$ cat src/mi4_pkg.sv
// mi4_pkg: shared types, constants and fixed-point helpers for the 4x4 inverse.
// No dependencies; imported by matrix_inverse_4x4 and mi4_mac.
package mi4_pkg;

  localparam int FRAC_BITS_DEF = 16;
  localparam int RECIP_BITS    = 62;
  localparam int ELEM_W        = 32;
  localparam int COF_W         = 64;
  localparam int ACC_W         = 128;
  localparam int MAT_DEPTH     = 16;

  // accumulator result destinations
  localparam logic [2:0] DST_M0  = 3'd0;
  localparam logic [2:0] DST_M1  = 3'd1;
  localparam logic [2:0] DST_M2  = 3'd2;
  localparam logic [2:0] DST_COF = 3'd3;
  localparam logic [2:0] DST_DET = 3'd4;
  localparam logic [2:0] DST_OUT = 3'd5;

  typedef struct packed {
    logic [2:0] dst;
    logic [3:0] idx;
  } tag_t;

  typedef struct packed {
    logic       issue;
    logic       first;
    logic       last;
    logic [1:0] shift;
    logic       neg;
    tag_t       tag;
  } mac_ctl_t;

  typedef struct packed {
    logic        clip;
    logic [63:0] val;
  } sat64_t;

  // n-th remaining row/column index after removing x
  function automatic logic [1:0] others_idx(input logic [1:0] x, input logic [1:0] n);
    return (n >= x) ? n + 2'd1 : n;
  endfunction

  // add half an LSB of the target, then arithmetic shift right
  function automatic logic signed [ACC_W-1:0] round_shift(input logic signed [ACC_W-1:0] a,
                                                          input int s);
    logic signed [ACC_W-1:0] t;
    t = a + (ACC_W'(1) << (s - 1));
    return t >>> s;
  endfunction

  function automatic sat64_t sat64(input logic signed [ACC_W-1:0] a);
    sat64_t r;
    r.clip = (a[ACC_W-1:64] != {64{a[63]}});
    if (r.clip) begin
      r.val = a[ACC_W-1] ? 64'h8000_0000_0000_0000 : 64'h7FFF_FFFF_FFFF_FFFF;
    end else begin
      r.val = a[63:0];
    end
    return r;
  endfunction

endpackage

$ cat src/mi4_mac.sv
// mi4_mac: shared 32x32 multiplier with 128-bit signed accumulator.
// Depends on mi4_pkg (mac_ctl_t, tag_t).
module mi4_mac import mi4_pkg::*; (
  input  logic                    clk,
  input  logic                    rst_n,
  input  mac_ctl_t                ctl,
  input  logic [31:0]             a_part,
  input  logic [31:0]             b_part,
  output logic                    done,
  output tag_t                    done_tag,
  output logic signed [ACC_W-1:0] acc
);

  logic                    s1_vld_r;
  mac_ctl_t                s1_ctl_r;
  logic [63:0]             prod_r;
  logic                    done_r;
  tag_t                    done_tag_r;
  logic signed [ACC_W-1:0] acc_r;
  logic [ACC_W-1:0]        term;
  logic [ACC_W-1:0]        base;

  assign term = {64'd0, prod_r} << {s1_ctl_r.shift, 5'd0};
  assign base = s1_ctl_r.first ? '0 : acc_r;

  always_ff @(posedge clk) begin
    if (!rst_n) begin
      s1_vld_r <= 1'b0;
      done_r   <= 1'b0;
    end else begin
      s1_vld_r <= ctl.issue;
      done_r   <= s1_vld_r & s1_ctl_r.last;
    end
  end

  always_ff @(posedge clk) begin
    if (ctl.issue) begin
      prod_r   <= a_part * b_part;
      s1_ctl_r <= ctl;
    end
    if (s1_vld_r) begin
      acc_r      <= base + (term ^ {ACC_W{s1_ctl_r.neg}}) + ACC_W'(s1_ctl_r.neg);
      done_tag_r <= s1_ctl_r.tag;
    end
  end

  assign done     = done_r;
  assign done_tag = done_tag_r;
  assign acc      = acc_r;

endmodule

$ cat config.mk
export PLATFORM = sky130hd
export DESIGN_NAME = mi4_mac
export DESIGN_NICKNAME = d
export VERILOG_FILES = /design/src/mi4_pkg.sv /design/src/mi4_mac.sv
export SDC_FILE = /design/constraint.sdc
export NUM_CORES = 2
export LEC_CHECK = 0
export BUFFER_PORTS_ARGS = -buffer_cell sky130_fd_sc_hd__buf_4
export CORE_AREA = 2 2 418 420
export CTS_BUF_LIST = sky130_fd_sc_hd__clkbuf_2
export CTS_CLUSTER_SIZE = 12
export DETAILED_ROUTE_END_ITERATION = 8
export DIE_AREA = 0 0 420 422
export PLACE_DENSITY = 0.43
export SLEW_MARGIN = 20
export SYNTH_ARGS = -nofsm -noshare
export SYNTH_HDL_FRONTEND = slang
export SYNTH_SLANG_ARGS = --single-unit
$ cat constraint.sdc
create_clock -name clk -period 14.2 [get_ports clk]
set_clock_uncertainty 0.05 [all_clocks]
set_input_delay 0.71 -clock clk [delete_from_list [all_inputs] [get_ports clk]]
set_output_delay 0.71 -clock clk [all_outputs]
set_load 0.005 [all_outputs]
-- Yosys cells after proc, flatten, opt, wreduce, memory -nomap -nowiden
Cells that the tools add are included.
- mux-type cells: 1
- div/mod/pow operators: 0
- bitwise gates (word level): 2
- $mul: 1
- shifts and indexed selects: 1
- equality and inequality tests: 0
- add/sub/neg operators: 2
- order comparisons: 0
- reduce and logical (&&, ||, !) cells: 0
- operators by type and width (kind ; count):
    adder 128 x 1 -> 128 bit ; 1
    adder 128 bit ; 1
    two-way mux 128 bit ; 1
    left shift 64 x 7 -> 128 bit ; 1
    bitwise XOR 128 bit ; 1
    multiplier 32 x 32 -> 64 bit ; 1
    bitwise AND 1 bit ; 1
- input bits: 79
- flip-flop bits (word level): 213
- latch bits: 0
- output and inout bits: 136
- memory bits (writable): 0
- memories kept: 0
- memory bits (read-only): 0
- word-level logic and storage cells: 19

-- Logic depth before layout (Yosys ltp)
- depth in word-level cells: 4
- gate-level depth with buffers: 30
- depth with buffers taken out: 28

-- Least setup slack after synthesis
Ideal clock, no wire load.
- path kind: input to register
- start point: input a_part[16]
- end point: register prod_r[60], data pin
- cell stages on the path: 25
- setup time: 264 ps
- data arrival time: 7650 ps
- path slack: 6236 ps
- buffers on the path: 1
- required time: 13886 ps
- cells stage by stage: clkbuf_1 > and2_1 > fa_1 > inv_1 > fa_1 > fa_1 > fa_1 > inv_1 > fa_1 > inv_1 > fa_1 > inv_1 > fa_1 > fa_1 > ha_1 > a21oi_1 > o21ai_0 > a2111oi_0 > nor3_1 > nor3_1 > o21ai_1 > a41oi_1 > o21ai_0 > a221oi_1 > xnor2_1
- longest elaborated chain between the ends: 1
- RTL lines (element ; RTL line ; source):
    start: declaration ; mi4_mac.sv:7 ; input logic [31:0] a_part,
    multiplier 32 x 32 -> 64 bit ; mi4_mac.sv:38 ; prod_r <= a_part * b_part;
    end signal: assignment ; mi4_mac.sv:38 ;
    end: declaration ; mi4_mac.sv:16 ; logic [63:0] prod_r;
Every way passes these cells.
A chain may end at the register's enable or synchronous reset.

-- Worst setup path after layout
Same ends and word-level chain as after synthesis.

==> impl_metrics.xml <==
<?xml version="1.0" encoding="UTF-8"?>
<metrics>
  <group name="logic_synthesis">
    <metric name="synthDominantAreaCellType" unit="">sky130_fd_sc_hd__fa_1</metric>
    <metric name="synth_async_sr_flop_share" unit="%">0</metric>
    <metric name="synth_seq_cells" unit="">213</metric>
    <metric name="synth_largest_type_area_fraction" unit="%">34.9</metric>
    <metric name="synthMuxAreaShare" unit="%">0.683</metric>
    <metric name="area_share_of_and_or_nand_nor_cells_after_synthesis" unit="%">18.5</metric>
    <metric name="synthesis.area_per_instance" unit="um2">8.94</metric>
    <metric name="synth_edf_count" unit="">211</metric>
    <metric name="synth-main-ff-cell" unit="">sky130_fd_sc_hd__edfxtp_1</metric>
    <metric name="seq_area_frac_synth" unit="%">12.4</metric>
    <metric name="xor_xnor_portion_of_the_synthesized_cell_area" unit="%">5.37</metric>
    <metric name="complex_gate_fraction_of_the_synthesized_area" unit="%">9.68</metric>
    <metric name="synth.distinct_cells" unit="">78</metric>
    <metric name="netlist_area" unit="um2">51500</metric>
    <metric name="gate_count_post_synth" unit="">5763</metric>
    <metric name="dominant_combinational_cell_family_by_area_after_synthesis" unit="">adder cells</metric>
    <metric name="yosys_warning_total" unit="">0</metric>
    <metric name="synth.net_count" unit="">7128</metric>
    <metric name="post_synth_main_area_contributors" unit="">sky130_fd_sc_hd__fa_1 (35%), sky130_fd_sc_hd__edfxtp_1 (12%), sky130_fd_sc_hd__ha_1 (9.5%), sky130_fd_sc_hd__and2_1 (7.0%), sky130_fd_sc_hd__inv_1 (6.7%)</metric>
    <metric name="synth_adder_area_share" unit="%">44.3</metric>
  </group>
  <group name="final_layout">
    <metric name="sequential_cell_area" unit="um2">6380</metric>
    <metric name="final_common_cell" unit="">sky130_fd_sc_hd__inv_1</metric>
    <metric name="final_layout_size_suffix_gt1_share" unit="%">6.38</metric>
    <metric name="area.growth.synth_to_final" unit="%">8.08</metric>
    <metric name="multiInputGateArea" unit="um2">40400</metric>
    <metric name="fillers" unit="">18400</metric>
    <metric name="final_nets" unit="">7099</metric>
    <metric name="commonest_cells_after_routing_fill_and_taps_aside" unit="">sky130_fd_sc_hd__inv_1 (916), sky130_fd_sc_hd__fa_1 (897), sky130_fd_sc_hd__nand2_1 (708)</metric>
  </group>
  <group name="routing">
    <metric name="route.detailed.wl_per_inst" unit="um">24.0</metric>
    <metric name="routed_via_density" unit="">4.94</metric>
    <metric name="drt_pass1_iterations" unit="">7</metric>
    <metric name="initialDrtViolationCount" unit="">2545</metric>
    <metric name="postRouteWirelength" unit="mm">195</metric>
    <metric name="drc" unit="">0</metric>
    <metric name="via_count" unit="">40000</metric>
    <metric name="antenna_violating_nets_post_route" unit="">0</metric>
  </group>
  <group name="place">
    <metric name="portBuffers" unit="">214</metric>
    <metric name="finalWeightedCongestion" unit="">0.913</metric>
    <metric name="dpl.hpwl" unit="mm">153</metric>
    <metric name="dp_worst_setup_slack" unit="ps">4680</metric>
  </group>
  <group name="sta">
    <metric name="layout_setup_ws" unit="ps">5900</metric>
    <metric name="finalSetupViolations" unit="">0</metric>
    <metric name="min_period_over_period" unit="%">58.5</metric>
    <metric name="setup_repair_after_global_routing_missed_its_margin" unit="">no</metric>
    <metric name="clock.fmax" unit="GHz">0.120</metric>
    <metric name="finalMaxSlewViolations" unit="">0</metric>
    <metric name="worst_slew_pin_slew" unit="ps">1080</metric>
    <metric name="finalSetupTns" unit="ps">0</metric>
    <metric name="timing.final.crit_period" unit="ps">8300</metric>
    <metric name="max_slew_margin" unit="%">27.9</metric>
    <metric name="timing.final.hold_violations" unit="">0</metric>
  </group>
  <group name="setup_path">
    <metric name="path_common_cell" unit="">sky130_fd_sc_hd__fa_1</metric>
    <metric name="max_stage_delay" unit="ps">750</metric>
    <metric name="critical_path.endpoint_type" unit="">flop</metric>
    <metric name="largest_fanout_on_the_critical_path" unit="">32</metric>
    <metric name="crit_path_start_kind" unit="">input port</metric>
    <metric name="r2r_setup_slack" unit="ps">7470</metric>
    <metric name="cp_max_delay_cell" unit="">sky130_fd_sc_hd__nor3_1</metric>
    <metric name="cp.arrival" unit="ps">9170</metric>
    <metric name="critical_path_class" unit="">in -&gt; reg</metric>
    <metric name="required" unit="ps">15060</metric>
  </group>
  <group name="outcome">
    <metric name="run_status" unit="">completed</metric>
  </group>
  <group name="clock_network">
    <metric name="cts.repair_timing.setup_buffer_count" unit="">0</metric>
    <metric name="ctsHtreeMaxLevel" unit="">2</metric>
    <metric name="cts_hold_buf" unit="">15</metric>
    <metric name="cts_tree" unit="">built</metric>
    <metric name="cts_buffers" unit="">56</metric>
    <metric name="clock_tree.root_cell" unit="">sky130_fd_sc_hd__clkbuf_2</metric>
    <metric name="clock_sinks" unit="">213</metric>
    <metric name="cts_repair_resize_count" unit="">0</metric>
    <metric name="cts.path.max_buffers" unit="">3</metric>
    <metric name="clk_latency" unit="ps">1170</metric>
    <metric name="cts.reportedPaths.clkPinSlew" unit="ps">110</metric>
  </group>
  <group name="global_routing">
    <metric name="vias_in_the_first_global_route" unit="">42800</metric>
    <metric name="global_route.overflow_total" unit="">0</metric>
    <metric name="global_route.usage.total" unit="%">21.8</metric>
    <metric name="initial_antenna_violation_count" unit="">10</metric>
    <metric name="grt_pass1_wl" unit="mm">287</metric>
    <metric name="grt_max_degree" unit="">130</metric>
  </group>
  <group name="floorplan">
    <metric name="floorplan.initialDensity" unit="%">29.8</metric>
    <metric name="fp.dieH" unit="um">422</metric>
    <metric name="placeableCoreArea" unit="um2">173000</metric>
    <metric name="num_ports" unit="">215</metric>
    <metric name="fp-row-count" unit="">153</metric>
    <metric name="dieArea" unit="um2">177000</metric>
    <metric name="fp.dieW" unit="um">420</metric>
  </group>
  <group name="worst_hold_path">
    <metric name="hold_path.class" unit="">in -&gt; reg</metric>
  </group>
  <group name="run">
    <metric name="max_cap_violation_count" unit="">0</metric>
  </group>
</metrics>
==> final timing paths <==
kind | end | start | depth (start not counted)
max reg2reg | acc[124]$_DFFE_PP_ | s1_ctl_r[11]$_DFFE_PP_ | 14
min | s1_ctl_r[5]$_DFFE_PP_ | ctl[5] | 2
max | prod_r[60]$_DFFE_PP_ | a_part[16] | 25
min reg2reg | done_tag[4]$_DFFE_PP_ | s1_ctl_r[4]$_DFFE_PP_ | 0
==> logic make-up after synthesis <==
logic type	after synthesis
and+or+nand+nor	1873
adders and majority gates	1286
buffers and inverters	1246
AOI/OAI and AO/OA	796
xor gates and xnor gates	316
DFF	213
muxes	33
==> through the flow <==
step,util [%],hold WS [ps],cell area (um2),std cells
final,32.2,222,55700,8108
after global routing,32.2,136,55700,8107
after CTS,32.2,74.6,55700,8105
after detailed placement,31.8,355,54900,7986
after global placement,31.8,350,54900,7985
after floorplan,-,350,51500,5763
==> critical path, delay by kind of cell <==
family / cells / cell delay, ps
and+or+nand+nor: 3 / 1130
adders and majority gates: 9 / 4430
AOI/OAI and AO/OA: 7 / 2250
xor gates and xnor gates: 1 / 100
buffers and inverters: 5 / 490
==> cell type report <==
cell class / instances / area share, %
Sequential cell: 213 / 11.5
Clock inverter: 27 / 0.402
Antenna cell: 3 / 0.0135
Clock buffer: 77 / 0.692
Tap cell: 2325 / 5.23
Multi-Input combinational cell: 4304 / 72.7
Inverter: 916 / 6.18
Timing Repair Buffer: 243 / 3.36
==> cells in the mapped netlist, types with 55 or more instances <==
master / instances
sky130_fd_sc_hd__clkbuf_1: 318
sky130_fd_sc_hd__xor2_1: 93
sky130_fd_sc_hd__o21bai_1: 55
sky130_fd_sc_hd__a21o_1: 77
sky130_fd_sc_hd__and2_1: 579
sky130_fd_sc_hd__xnor2_1: 223
sky130_fd_sc_hd__inv_1: 916
sky130_fd_sc_hd__fa_1: 897
sky130_fd_sc_hd__o21ai_0: 171
sky130_fd_sc_hd__ha_1: 389
sky130_fd_sc_hd__nand2_1: 708
sky130_fd_sc_hd__a21oi_1: 274
sky130_fd_sc_hd__nor2_1: 158
sky130_fd_sc_hd__nand4_1: 82
sky130_fd_sc_hd__nor2b_1: 165
sky130_fd_sc_hd__edfxtp_1: 211
==> state kept, by name, summed over array words and instances (netlist names) <==
register,cells
acc,128
done,1
done_tag,7
prod_r,64
s1_ctl_r,12
s1_vld_r,1
==> per-layer routing <==
metal | global-route usage (%) | up-vias | routed length (um)
li1 | - | 18100 | -
met1 | 29.4 | 20700 | 86300
met2 | 37.1 | 1018 | 94000
met3 | 1.81 | 220 | 7600
met4 | 6.63 | 0 | 6610
met5 | 0 | - | 0
Power is not shown: default switching activity piles up to over one toggle a cycle in this logic, so the estimate is an artifact.
