[config.mk]
export PLATFORM = sky130hd
export DESIGN_NAME = mi4_div
export DESIGN_NICKNAME = d
export VERILOG_FILES = /design/src/mi4_div.sv
export SDC_FILE = /design/constraint.sdc
export NUM_CORES = 1
export LEC_CHECK = 0
export ABC_AREA = 1
export BUFFER_PORTS_ARGS = -buffer_cell sky130_fd_sc_hd__buf_2
export CORE_ASPECT_RATIO = 1.75
export CORE_MARGIN = 3
export CORE_UTILIZATION = 34
export CTS_BUF_LIST = sky130_fd_sc_hd__clkbuf_4
export CTS_CLUSTER_SIZE = 40
export DETAILED_ROUTE_END_ITERATION = 12
export GPL_TIMING_DRIVEN = 0
export SLEW_MARGIN = 20
export SYNTH_ARGS = -nofsm -noshare
export SYNTH_HDL_FRONTEND = slang
export SYNTH_SLANG_ARGS = --single-unit
[constraint.sdc]
create_clock -name clk -period 3.5 [get_ports clk]
set_input_delay 0 -clock clk [delete_from_list [all_inputs] [get_ports clk]]
set_output_delay 0 -clock clk [all_outputs]
set_load 0.005 [all_outputs]
[src/mi4_div.sv]
// mi4_div: 64-bit unsigned restoring divider, one quotient bit per cycle.
// Depends on nothing.
module mi4_div (
  input  logic        clk,
  input  logic        rst_n,
  input  logic        start,
  input  logic [63:0] num,
  input  logic [63:0] den,
  output logic        done,
  output logic [63:0] quo
);

  logic        busy_r;
  logic        done_r;
  logic [5:0]  cnt_r;
  logic [63:0] rem_r;
  logic [63:0] n_r;
  logic [63:0] den_r;
  logic [63:0] q_r;
  logic [64:0] trial;
  logic [64:0] diff;
  logic        ge;

  assign trial = {rem_r, n_r[63]};
  assign diff  = trial - {1'b0, den_r};
  assign ge    = ~diff[64];

  always_ff @(posedge clk) begin
    if (!rst_n) begin
      busy_r <= 1'b0;
      done_r <= 1'b0;
      cnt_r  <= '0;
    end else begin
      done_r <= busy_r && (cnt_r == 6'd63);
      if (start) begin
        busy_r <= 1'b1;
        cnt_r  <= '0;
      end else if (busy_r) begin
        cnt_r <= cnt_r + 6'd1;
        if (cnt_r == 6'd63) begin
          busy_r <= 1'b0;
        end
      end
    end
  end

  always_ff @(posedge clk) begin
    if (start) begin
      rem_r <= '0;
      n_r   <= num;
      den_r <= den;
    end else if (busy_r) begin
      rem_r <= ge ? diff[63:0] : trial[63:0];
      n_r   <= {n_r[62:0], 1'b0};
      q_r   <= {q_r[62:0], ge};
    end
  end

  assign done = done_r;
  assign quo  = q_r;

endmodule
After elaboration in Yosys (flattened, before gate mapping)
Index checks and enable logic that the tools add are counted.
{"block": "totals", "register_bits": 264, "in_bits": 131, "output_inout_bits": 65, "word_cells": 23}
{"block": "op_classes", "addsub": 2, "eq_ne": 1, "muxes": 6, "bitwise_logic": 3, "reduce_logical": 4}
{"cell": "$mux 64", "n": 3}
{"cell": "$sub 65x64->65", "n": 1}
{"cell": "$add 6x1->6 const B", "n": 1}
{"cell": "$eq 6x6->1 const B", "n": 1}
{"cell": "$mux 1", "n": 3}
{"cell": "$not 1->1", "n": 3}
{"cell": "$reduce_and 2->1", "n": 1}
{"cell": "$reduce_bool 2->1", "n": 1}
{"cell": "$reduce_or 2->1", "n": 1}
{"cell": "$logic_and 1x1->1", "n": 1}

Logic depth before layout (Yosys ltp)
Gate-level depths: netlist of run 1.
{"block": "depth", "depth_word": 4, "ltp_mapped": 21, "depth_no_buf": 19}

Worst setup path before layout of run 1
Ideal clock, no wire load.
{"block": "synth_path", "path_type": "flip-flop to flip-flop", "start": "register busy_r", "end": "register q_r[0] (netlist: quo[0]), enable pin", "setup_ps": 453, "t_arrival_ps": 2916, "required_time_ps": 3047, "path_slack_ps": 131, "stages_incl_launch_ff": 6, "n_path_buf": 3, "synth_period_minus_slack_ps": 3369, "path_cell_list": "dfxtp_1 -> clkbuf_1 -> inv_1 -> nor2_1 -> clkbuf_1 -> buf_1"}
{"block": "synth_via", "elab_chain_len": 1}
{"item": "start, declared", "line": "13", "text": "logic busy_r;"}
{"item": "start signal, assigned", "line": "30", "text": "busy_r <= 1'b0;"}
{"item": "start signal, assigned", "line": "36", "text": "busy_r <= 1'b1;"}
{"item": "start signal, assigned", "line": "41", "text": "busy_r <= 1'b0;"}
{"item": "$reduce_and 2->1 (no line)"}
{"item": "end signal, assigned", "line": "55", "text": "q_r <= {q_r[62:0], ge};"}
{"item": "end, declared", "line": "19", "text": "logic [63:0] q_r;"}
No other way between the ends.
A chain may end at the register's enable or synchronous reset.

Worst setup path after layout of run 1
{"block": "layout_path", "start": "register n_r[63]", "end": "register rem_r[49]"}
{"block": "layout_via", "elab_chain_len": 2}
{"item": "start, declared", "line": "17", "text": "logic [63:0] n_r;"}
{"item": "start signal, assigned", "line": "50", "text": "n_r <= num;"}
{"item": "start signal, assigned", "line": "54", "text": "n_r <= {n_r[62:0], 1'b0};"}
{"item": "$sub 65x64->65", "line": "25", "text": "assign diff = trial - {1'b0, den_r};"}
{"item": "$mux 64", "line": "53", "text": "rem_r <= ge ? diff[63:0] : trial[63:0];"}
{"item": "end signal, assigned", "line": "53"}
{"item": "end, declared", "line": "16", "text": "logic [63:0] rem_r;"}
No other way between the ends.

==> metrics.cfg, run 1 <==
[synthesis]
netlist_area_um2 = 16400
synth_edf_count = 192
ys_seq_area_share_pct = 43.8
synthCells = 2343
syn-num-nets = 2540
synth_cell_type_count = 40
syn_area_per_cell_um2 = 7.02
ys_async_sr_fraction_pct = 0
yosysWarnings = 0
ys_ff_latch = 264
ys.flop_type = edfxtp_1

[grt]
antenna_found_initial = 2
grt_overflow_total = 0
grt_pass1_vias = 16300
grt_usage_pct = 21.1
grt_max_degree = 37
grt_pass1_wl_um = 83600
grt_use_met3_pct = 3.56
grtUsageMet1_pct = 19.8
grt-busiest-layer = met2
grt.met2_usage_pct = 39.9

[setup_path]
cp_cell_sequence = inv_1 -> ha_1 -> fa_1 -> inv_1 -> nand2_1 -> nand2_1 -> nand3_1 -> nand2_2 -> nand2_1 -> nand2_2 -> nand2_1 -> nand2_2 -> nand2_4 -> nand2_4 -> nand2_4 -> nand2_4 -> buf_2 -> nand2_1 -> nand3_1 -> nand2_1
cp_slowest_cell = fa_1
crit_family = simple AND/OR/NAND/NOR gates
cp-end-kind = register
slowest_delay_ns = 0.41
cp_num_buf_inv = 3
critPathArrivalTime_ns = 3.76
crit_type = register to register
worstPathRequired_ns = 4.11
worstPathMaxFanout = 10
startpoint_type = register
path_common_cell = nand2_1

[cts]
cts_resized = 0
hold_buffers = 251
cts_tree = built
root_buffer = clkbuf_4
cts_setup_buffers = 0
clkSinkCount = 264
h-tree-depth = 3
cts.path.max_buffers = 3
cts_made_buffers = 72
clkTransAtPathRegs_ns = 0.06
clkLatencyLatePin_ns = 0.78

[pwr]
leakagePower_uw = 0.0115
cellPowerDensity_nw_per_um2 = 338
p_total_uw = 7340
ir_drop_mv = 0.265

[place]
port_buffers = 195
routabilityCongestion = 1.02
place_ws_ns = 0.431
dpl.hpwl_um = 40600

[die]
dieArea_um2 = 51100
num_rows = 106
dieWidth_um = 172
start_util_pct = 34.4
die_y_um = 297
coreArea_um2 = 47700
num_io_pins = 196

[finish]
drive_gt1_share_pct = 13.7
syn2layout_area_growth_pct = 31.9
fin_nets = 3064

[worst_hold_path]
min_path_type = primary input to register

[routing]
wirelength_um = 54000
antenna_left = 0
vias_per_cell = 4.52
avgRoutedWirePerCell_um = 15.3
dr.pass1.iters = 8
drt-initial-drc-count = 630
via_count = 15900
drcViolationCount = 0

[sta]
drv_slew = 0
finalCritPeriodShare_pct = 89.9
setup_viol = 0
period_minus_slack_ns = 3.14
slew_headroom_pct = 32.6
finalSetupTns_ns = 0
fmax_mhz = 318
worstMarginPinSlew_ns = 1.01
finClkSkew_ns = 0.0574
fin_ws_ns = 0.355
rsz0062_at_grt = no
hold_viol_final = 0

[status]
status = completed

[flow_run]
drv_cap = 0

## synth_stat cells (12+ instances only)
library cell / number / share of area, %
nand2_1: 1055 / 24
inv_1: 497 / 11
edfxtp_1: 192 / 35
nor2_1: 111 / 2.5
nand3_1: 109 / 3.3
dfxtp_1: 72 / 8.8
ha_1: 65 / 4.9
a21oi_1: 46 / 1.4
nand2_2: 26 / 0.99
xnor2_1: 26 / 1.4
clkbuf_1: 21 / 0.48
nand3_2: 18 / 1.1
nor3_1: 18 / 0.55
nand4_1: 12 / 0.46
## area by class of cell
cell class              instances  area, um2
repair buffers                450       3570
clock inverters                24        123
inverters                     503       1890
clock buffers                 107        803
plain buffers                  40        244
diodes                          3       7.51
multi-input cells            1536       7100
flip-flops and latches        264       7210
fillers                      4776      26100
well taps                     594        743
## worst paths after layout
path | startpoint | to | slack, ns | cells past startpoint
worst max-delay path | n_r[63] | rem_r[49] | 0.36 | 20
worst min-delay path | num[23] | n_r[23] | 0.08 | 4
worst max register to register | n_r[63] | rem_r[49] | 0.36 | 20
worst min register to register | quo[20] | quo[21] | 0.41 | 0
## kinds of logic after synthesis
group / after synthesis / share of synthesized area, %
compound gates: 63 / 1.98
xor+xnor: 33 / 1.76
fa+ha+maj: 66 / 5.07
buf+inv: 543 / 13.0
flops: 264 / 43.8
simple gates: 1374 / 34.4
## flip-flops by register name (all words and copies together) (netlist names)
signal / count
den_r: 64
n_r: 64
quo: 64
rem_r: 64
cnt_r: 6
busy_r: 1
done: 1
## power by group
group          switching (uW)  internal, uW  total (uW)
sequential               55.6          3540        3600
combinational             512           420         932
clock                    1380          1420        2810
total                    1950          5390        7340
## through the flow
| step | std cells | cell area, um2 | hold slack [ns] | util (%) |
|---|---|---|---|---|
| 6_report | 3521 | 21700 | 0.0783 | 45.4 |
| 2_1_floorplan | 2343 | 16400 | 0.0989 | - |
| 3_5_place_dp | 3136 | 18200 | 0.178 | 38.2 |
| 4_1_cts | 3518 | 21700 | 0.000744 | 45.4 |
| 3_3_place_gp | 3132 | 18200 | 0.177 | 38.0 |
| 5_1_grt | 3521 | 21700 | 0.0384 | 45.4 |
## per-layer routing
metal	wire, um	share of wire, %
met5	0	0
met4	4420	8.2
met3	2310	4.3
met2	28400	53
met1	18800	35
## worst register-to-register path, cell delays in order, from the launching register on
cell and delay [ns]:
edfxtp_1 0.32, inv_1 0.05, ha_1 0.22, fa_1 0.41, inv_1 0.12, nand2_1 0.06
nand2_1 0.07, nand3_1 0.08, nand2_2 0.14, nand2_1 0.08, nand2_2 0.15, nand2_1 0.10
nand2_2 0.15, nand2_4 0.10, nand2_4 0.08, nand2_4 0.09, nand2_4 0.13, buf_2 0.29
nand2_1 0.10, nand3_1 0.17, nand2_1 0.08
## cell usage in the layout (no fill, tap or decap), drive strengths merged
| cell type | count |
|---|---|
| buf | 218 |
| nand4 | 12 |
| edfxtp | 192 |
| nor4 | 2 |
| clkbuf | 128 |
| clkinvlp | 2 |
| inv | 505 |
| nor2 | 120 |
| dfxtp | 72 |
| o21ai | 13 |
| o21bai | 1 |
| xor2 | 7 |
| nor3 | 18 |
| and3 | 3 |
| fa | 1 |
| xnor2 | 26 |
| nand3b | 2 |
| ha | 65 |
| diode | 3 |
| and2 | 2 |
| nand3 | 128 |
| nor3b | 1 |
| a31oi | 1 |
| a21oi | 47 |
| nand2 | 1086 |
| o211ai | 1 |
| dlygate4sd3 | 251 |
| clkinv | 20 |
Note: power is estimated with default switching activity, not from simulation.
==> inputs of run 2 (changes only) <==
--- a/config.mk
+++ b/config.mk
@@ -5,12 +5,11 @@
 export SDC_FILE = /design/constraint.sdc
 export NUM_CORES = 1
 export LEC_CHECK = 0
-export ABC_AREA = 1
+export ABC_AREA = 0
 export BUFFER_PORTS_ARGS = -buffer_cell sky130_fd_sc_hd__buf_2
 export CORE_ASPECT_RATIO = 1.75
-export CORE_MARGIN = 3
 export CORE_UTILIZATION = 34
-export CTS_BUF_LIST = sky130_fd_sc_hd__clkbuf_4
+export CTS_BUF_LIST = sky130_fd_sc_hd__clkbuf_8
 export CTS_CLUSTER_SIZE = 40
 export DETAILED_ROUTE_END_ITERATION = 12
 export GPL_TIMING_DRIVEN = 0
==> run 2 against run 1 <==
Net effect: sequential share of layout area grew 5.8 points; via count shrank 29%; the flow now finishes with violations (negative setup slack); non-clock buffer count shrank 81; largest power group unchanged; maximum frequency shrank 13%.
==> metrics.cfg, run 2 <==
[status]
status = finished with violations  ; was completed
violations = negative setup slack

[finish]
syn2layout_area_growth_pct = 35.0  ; was 31.9%
final_common_cell = buf_2  ; was nand2_1
fin_nets = 1851  ; was 3,064
final_cell_mix = 196 x buf_2, 192 x edfxtp_1, 151 x nand2_1  ; was 1,055 x nand2_1, 496 x inv_1, 251 x dlygate4sd3_1
final_util_pct = 46.9  ; was 45.4%
fillers = 3650  ; was 4,776
drive_gt1_share_pct = 26.4  ; was 13.7%

[cts]
root_buffer = clkbuf_8  ; was clkbuf_4
cts_tree = built  ; unchanged
h-tree-depth = 2  ; was 3
clkTransAtPathRegs_ns = 0.06  ; about the same
clkLatencyLatePin_ns = 0.60  ; was 0.78 ns
clkSinkCount = 264  ; unchanged
cts_made_buffers = 44  ; was 72
cts.path.max_buffers = 3  ; unchanged

[die]
die_y_um = 267  ; was 297 um
dieWidth_um = 154  ; was 172 um
num_rows = 96  ; was 106
num_io_pins = 196  ; unchanged
coreArea_um2 = 39400  ; was 47,700 um2
dieArea_um2 = 41100  ; was 51,100 um2
start_util_pct = 34.7  ; was 34.4%

[sta]
finClkSkew_ns = 0.0322  ; was 0.0574 ns
worstMarginPinSlew_ns = 1.05  ; was 1.01 ns
finalHoldWorstSlack_ns = 0.118  ; was 0.0783 ns
setup_viol = 40  ; was 0
slew_headroom_pct = 30.3  ; was 32.6%
fmax_mhz = 278  ; was 318 MHz
hold_viol_final = 0  ; unchanged
drv_slew = 0  ; unchanged
fin_ws_ns = -0.102  ; was 0.355 ns
finalCritPeriodShare_pct = 103  ; was 89.9%
period_minus_slack_ns = 3.60  ; was 3.14 ns
rsz0062_at_grt = yes  ; was no

[routing]
antenna_left = 0  ; unchanged
wirelength_um = 40100  ; was 54,000 um
dr.pass1.iters = 4  ; was 8
drt-initial-drc-count = 513  ; was 630
avgRoutedWirePerCell_um = 18.4  ; was 15.3 um
drcViolationCount = 0  ; unchanged
vias_per_cell = 5.19  ; was 4.52
via_count = 11300  ; was 15,900

[synthesis]
ys.flop_type = edfxtp_1  ; unchanged
ys_async_sr_fraction_pct = 0  ; unchanged
synth_cell_type_count = 67  ; was 40
syn-num-nets = 1463  ; was 2,540
yosysWarnings = 0  ; unchanged
ys_ff_latch = 264  ; unchanged
ys_seq_area_share_pct = 52.7  ; was 43.8%
netlist_area_um2 = 13700  ; was 16,400 um2
yosysTopAreaCell = edfxtp_1  ; unchanged
synth_top_area_share_pct = 42.1  ; was 35.1%
synth.most_common_cell = edfxtp_1  ; was nand2_1
syn_area_per_cell_um2 = 10.8  ; was 7.02 um2
synthCells = 1266  ; was 2,343
synth_edf_count = 192  ; unchanged
synth_common_cells = 192 x edfxtp_1, 154 x nand2_1, 78 x inv_1, 78 x nor2_1, 72 x dfxtp_1  ; was 1,055 x nand2_1, 497 x inv_1, 192 x edfxtp_1, 111 x nor2_1, 109 x nand3_1
synth_top_cells_by_area = edfxtp_1 42%, dfxtp_1 11%, ha_1 5.9%, mux2_2 5.3%, nand2_1 4.2%  ; was edfxtp_1 35%, nand2_1 24%, inv_1 11%, dfxtp_1 8.8%, ha_1 4.9%

[grt]
grt-busiest-layer = met2  ; unchanged
antenna_found_initial = 1  ; was 2
grt_pass1_wl_um = 60300  ; was 83,600 um
grt_usage_pct = 18.8  ; was 21.1%
grtUsageMet1_pct = 18.2  ; was 19.8%
grt.met2_usage_pct = 35.3  ; was 39.9%
grt_pass1_vias = 11800  ; was 16,300
grt_max_degree = 57  ; was 37
grt_overflow_total = 0  ; unchanged
grt_use_met3_pct = 3.37  ; was 3.56%

[pwr]
p_total_uw = 7980  ; was 7340 uW
leakagePower_uw = 0.00741  ; was 0.0115 uW
ir_drop_mv = 0.326  ; was 0.265 mV
cellPowerDensity_nw_per_um2 = 432  ; was 338 nW/um2

[setup_path]
rr_worst_depth = 17  ; was 20
regToRegSetupSlack_ns = -0.10  ; was 0.36 ns
startpoint = n_r[63]  ; unchanged
worstPathRequired_ns = 3.97  ; was 4.11 ns
critPathArrivalTime_ns = 4.07  ; was 3.76 ns
r2r-start = n_r[63]  ; unchanged
crit_type = register to register  ; unchanged
r2r_end = rem_r[13]  ; was rem_r[49]
startpoint_type = register  ; unchanged
worstPathMaxFanout = 10  ; unchanged
cp-end-kind = register  ; unchanged

[place]
routabilityCongestion = 0.918  ; was 1.02
dpl.hpwl_um = 27300  ; was 40,600 um
port_buffers = 195  ; unchanged

[worst_hold_path]
min_from = den[4]  ; was num[23]
whs_endpoint = den_r[4]  ; was n_r[23]
hold_depth = 2  ; was 4
min_path_type = primary input to register  ; unchanged

[flow_run]
drv_cap = 0  ; unchanged

==> run 2: area by class of cell <==
cell class / instances / area [um2] / share of cell area, %
clock inverters: 36 / 269 / 1.46
inverters: 79 / 325 / 1.76
plain buffers: 57 / 370 / 2.01
clock buffers: 46 / 633 / 3.43
well taps: 490 / 613 / 3.32
repair inverters: 1 / 11.3 / 0.0610
diodes: 1 / 2.50 / 0.0135
repair buffers: 352 / 2650 / 14.3
flip-flops and latches: 264 / 7210 / 39.0
multi-input cells: 855 / 6390 / 34.6
==> run 2: how the worst max path moves through the flow <==
stage,endpoint,slack (ns),cells past startpoint
2_1_floorplan,rem_r[37],0.08,17
3_3_place_gp,rem_r[52],-1.68,7
3_5_place_dp,rem_r[63],-0.82,15
4_1_cts,rem_r[16],-0.06,16
5_1_grt,rem_r[13],-0.23,17
6_report,rem_r[13],-0.10,17
==> run 2: layer usage <==
metal / vias up / part of all wire, %
met4: 0 / 7.2
met1: 5372 / 36
met5: - / 0
met2: 362 / 53
met3: 165 / 4.7
li1: 5423 / -
==> run 2: report_power, final <==
group / switching, uW / internal, uW
logic: 784 / 633
clock network: 1360 / 1530
registers: 89.9 / 3580
==> run 2: repair_timing <==
action                                  in CTS  in global routing
setup buffers                                8                 11
gates resized for setup                     70                 75
pin swaps                                   11                 22
cloned                                       1                  5
endpoints found under the setup margin      65                 65
hold buffers                               130                  0
hold endpoints to repair                   168                  0
==> run 2: kinds of logic (layout without fill, tap and decap cells) <==
| logic type | Yosys count | in the layout | synth area share, % |
|---|---|---|---|
| flops | 264 | 264 | 52.7 |
| simple gates | 355 | 355 | 11.9 |
| compound gates | 289 | 289 | 14.5 |
| buf+inv | 147 | 571 | 4.18 |
| other cells | 0 | 1 | 0 |
| fa+ha+maj | 66 | 66 | 6.09 |
| mux | 84 | 84 | 6.73 |
| xor+xnor | 61 | 61 | 3.96 |
==> run 2: critical path: stages (launching register included) <==
cell and delay, ns:
edfxtp_1 0.37, inv_2 0.07, ha_2 0.18, fa_2 0.22, nand2b_4 0.15, a21oi_4 0.06
o41a_1 0.38, o211ai_2 0.26, a21boi_2 0.13, o31ai_4 0.34, a2111oi_4 0.12, nor2_2 0.20
xor2_4 0.18, buf_12 0.18, buf_4 0.13, buf_8 0.13, nand2_1 0.06, a311oi_1 0.30
==> run 2: per-stage QoR <==
stage | worst slack [ns] | TNS [ns] | cells | instance area, um2
2_1_floorplan | 0.0757 | 0 | 1266 | 13700
3_3_place_gp | -1.68 | -239.91 | 1951 | 15300
3_5_place_dp | -0.823 | -40.64 | 1954 | 15400
4_1_cts | -0.0645 | -0.956 | 2172 | 18000
5_1_grt | -0.229 | -8.08 | 2181 | 18500
6_report | -0.102 | -0.943 | 2181 | 18500
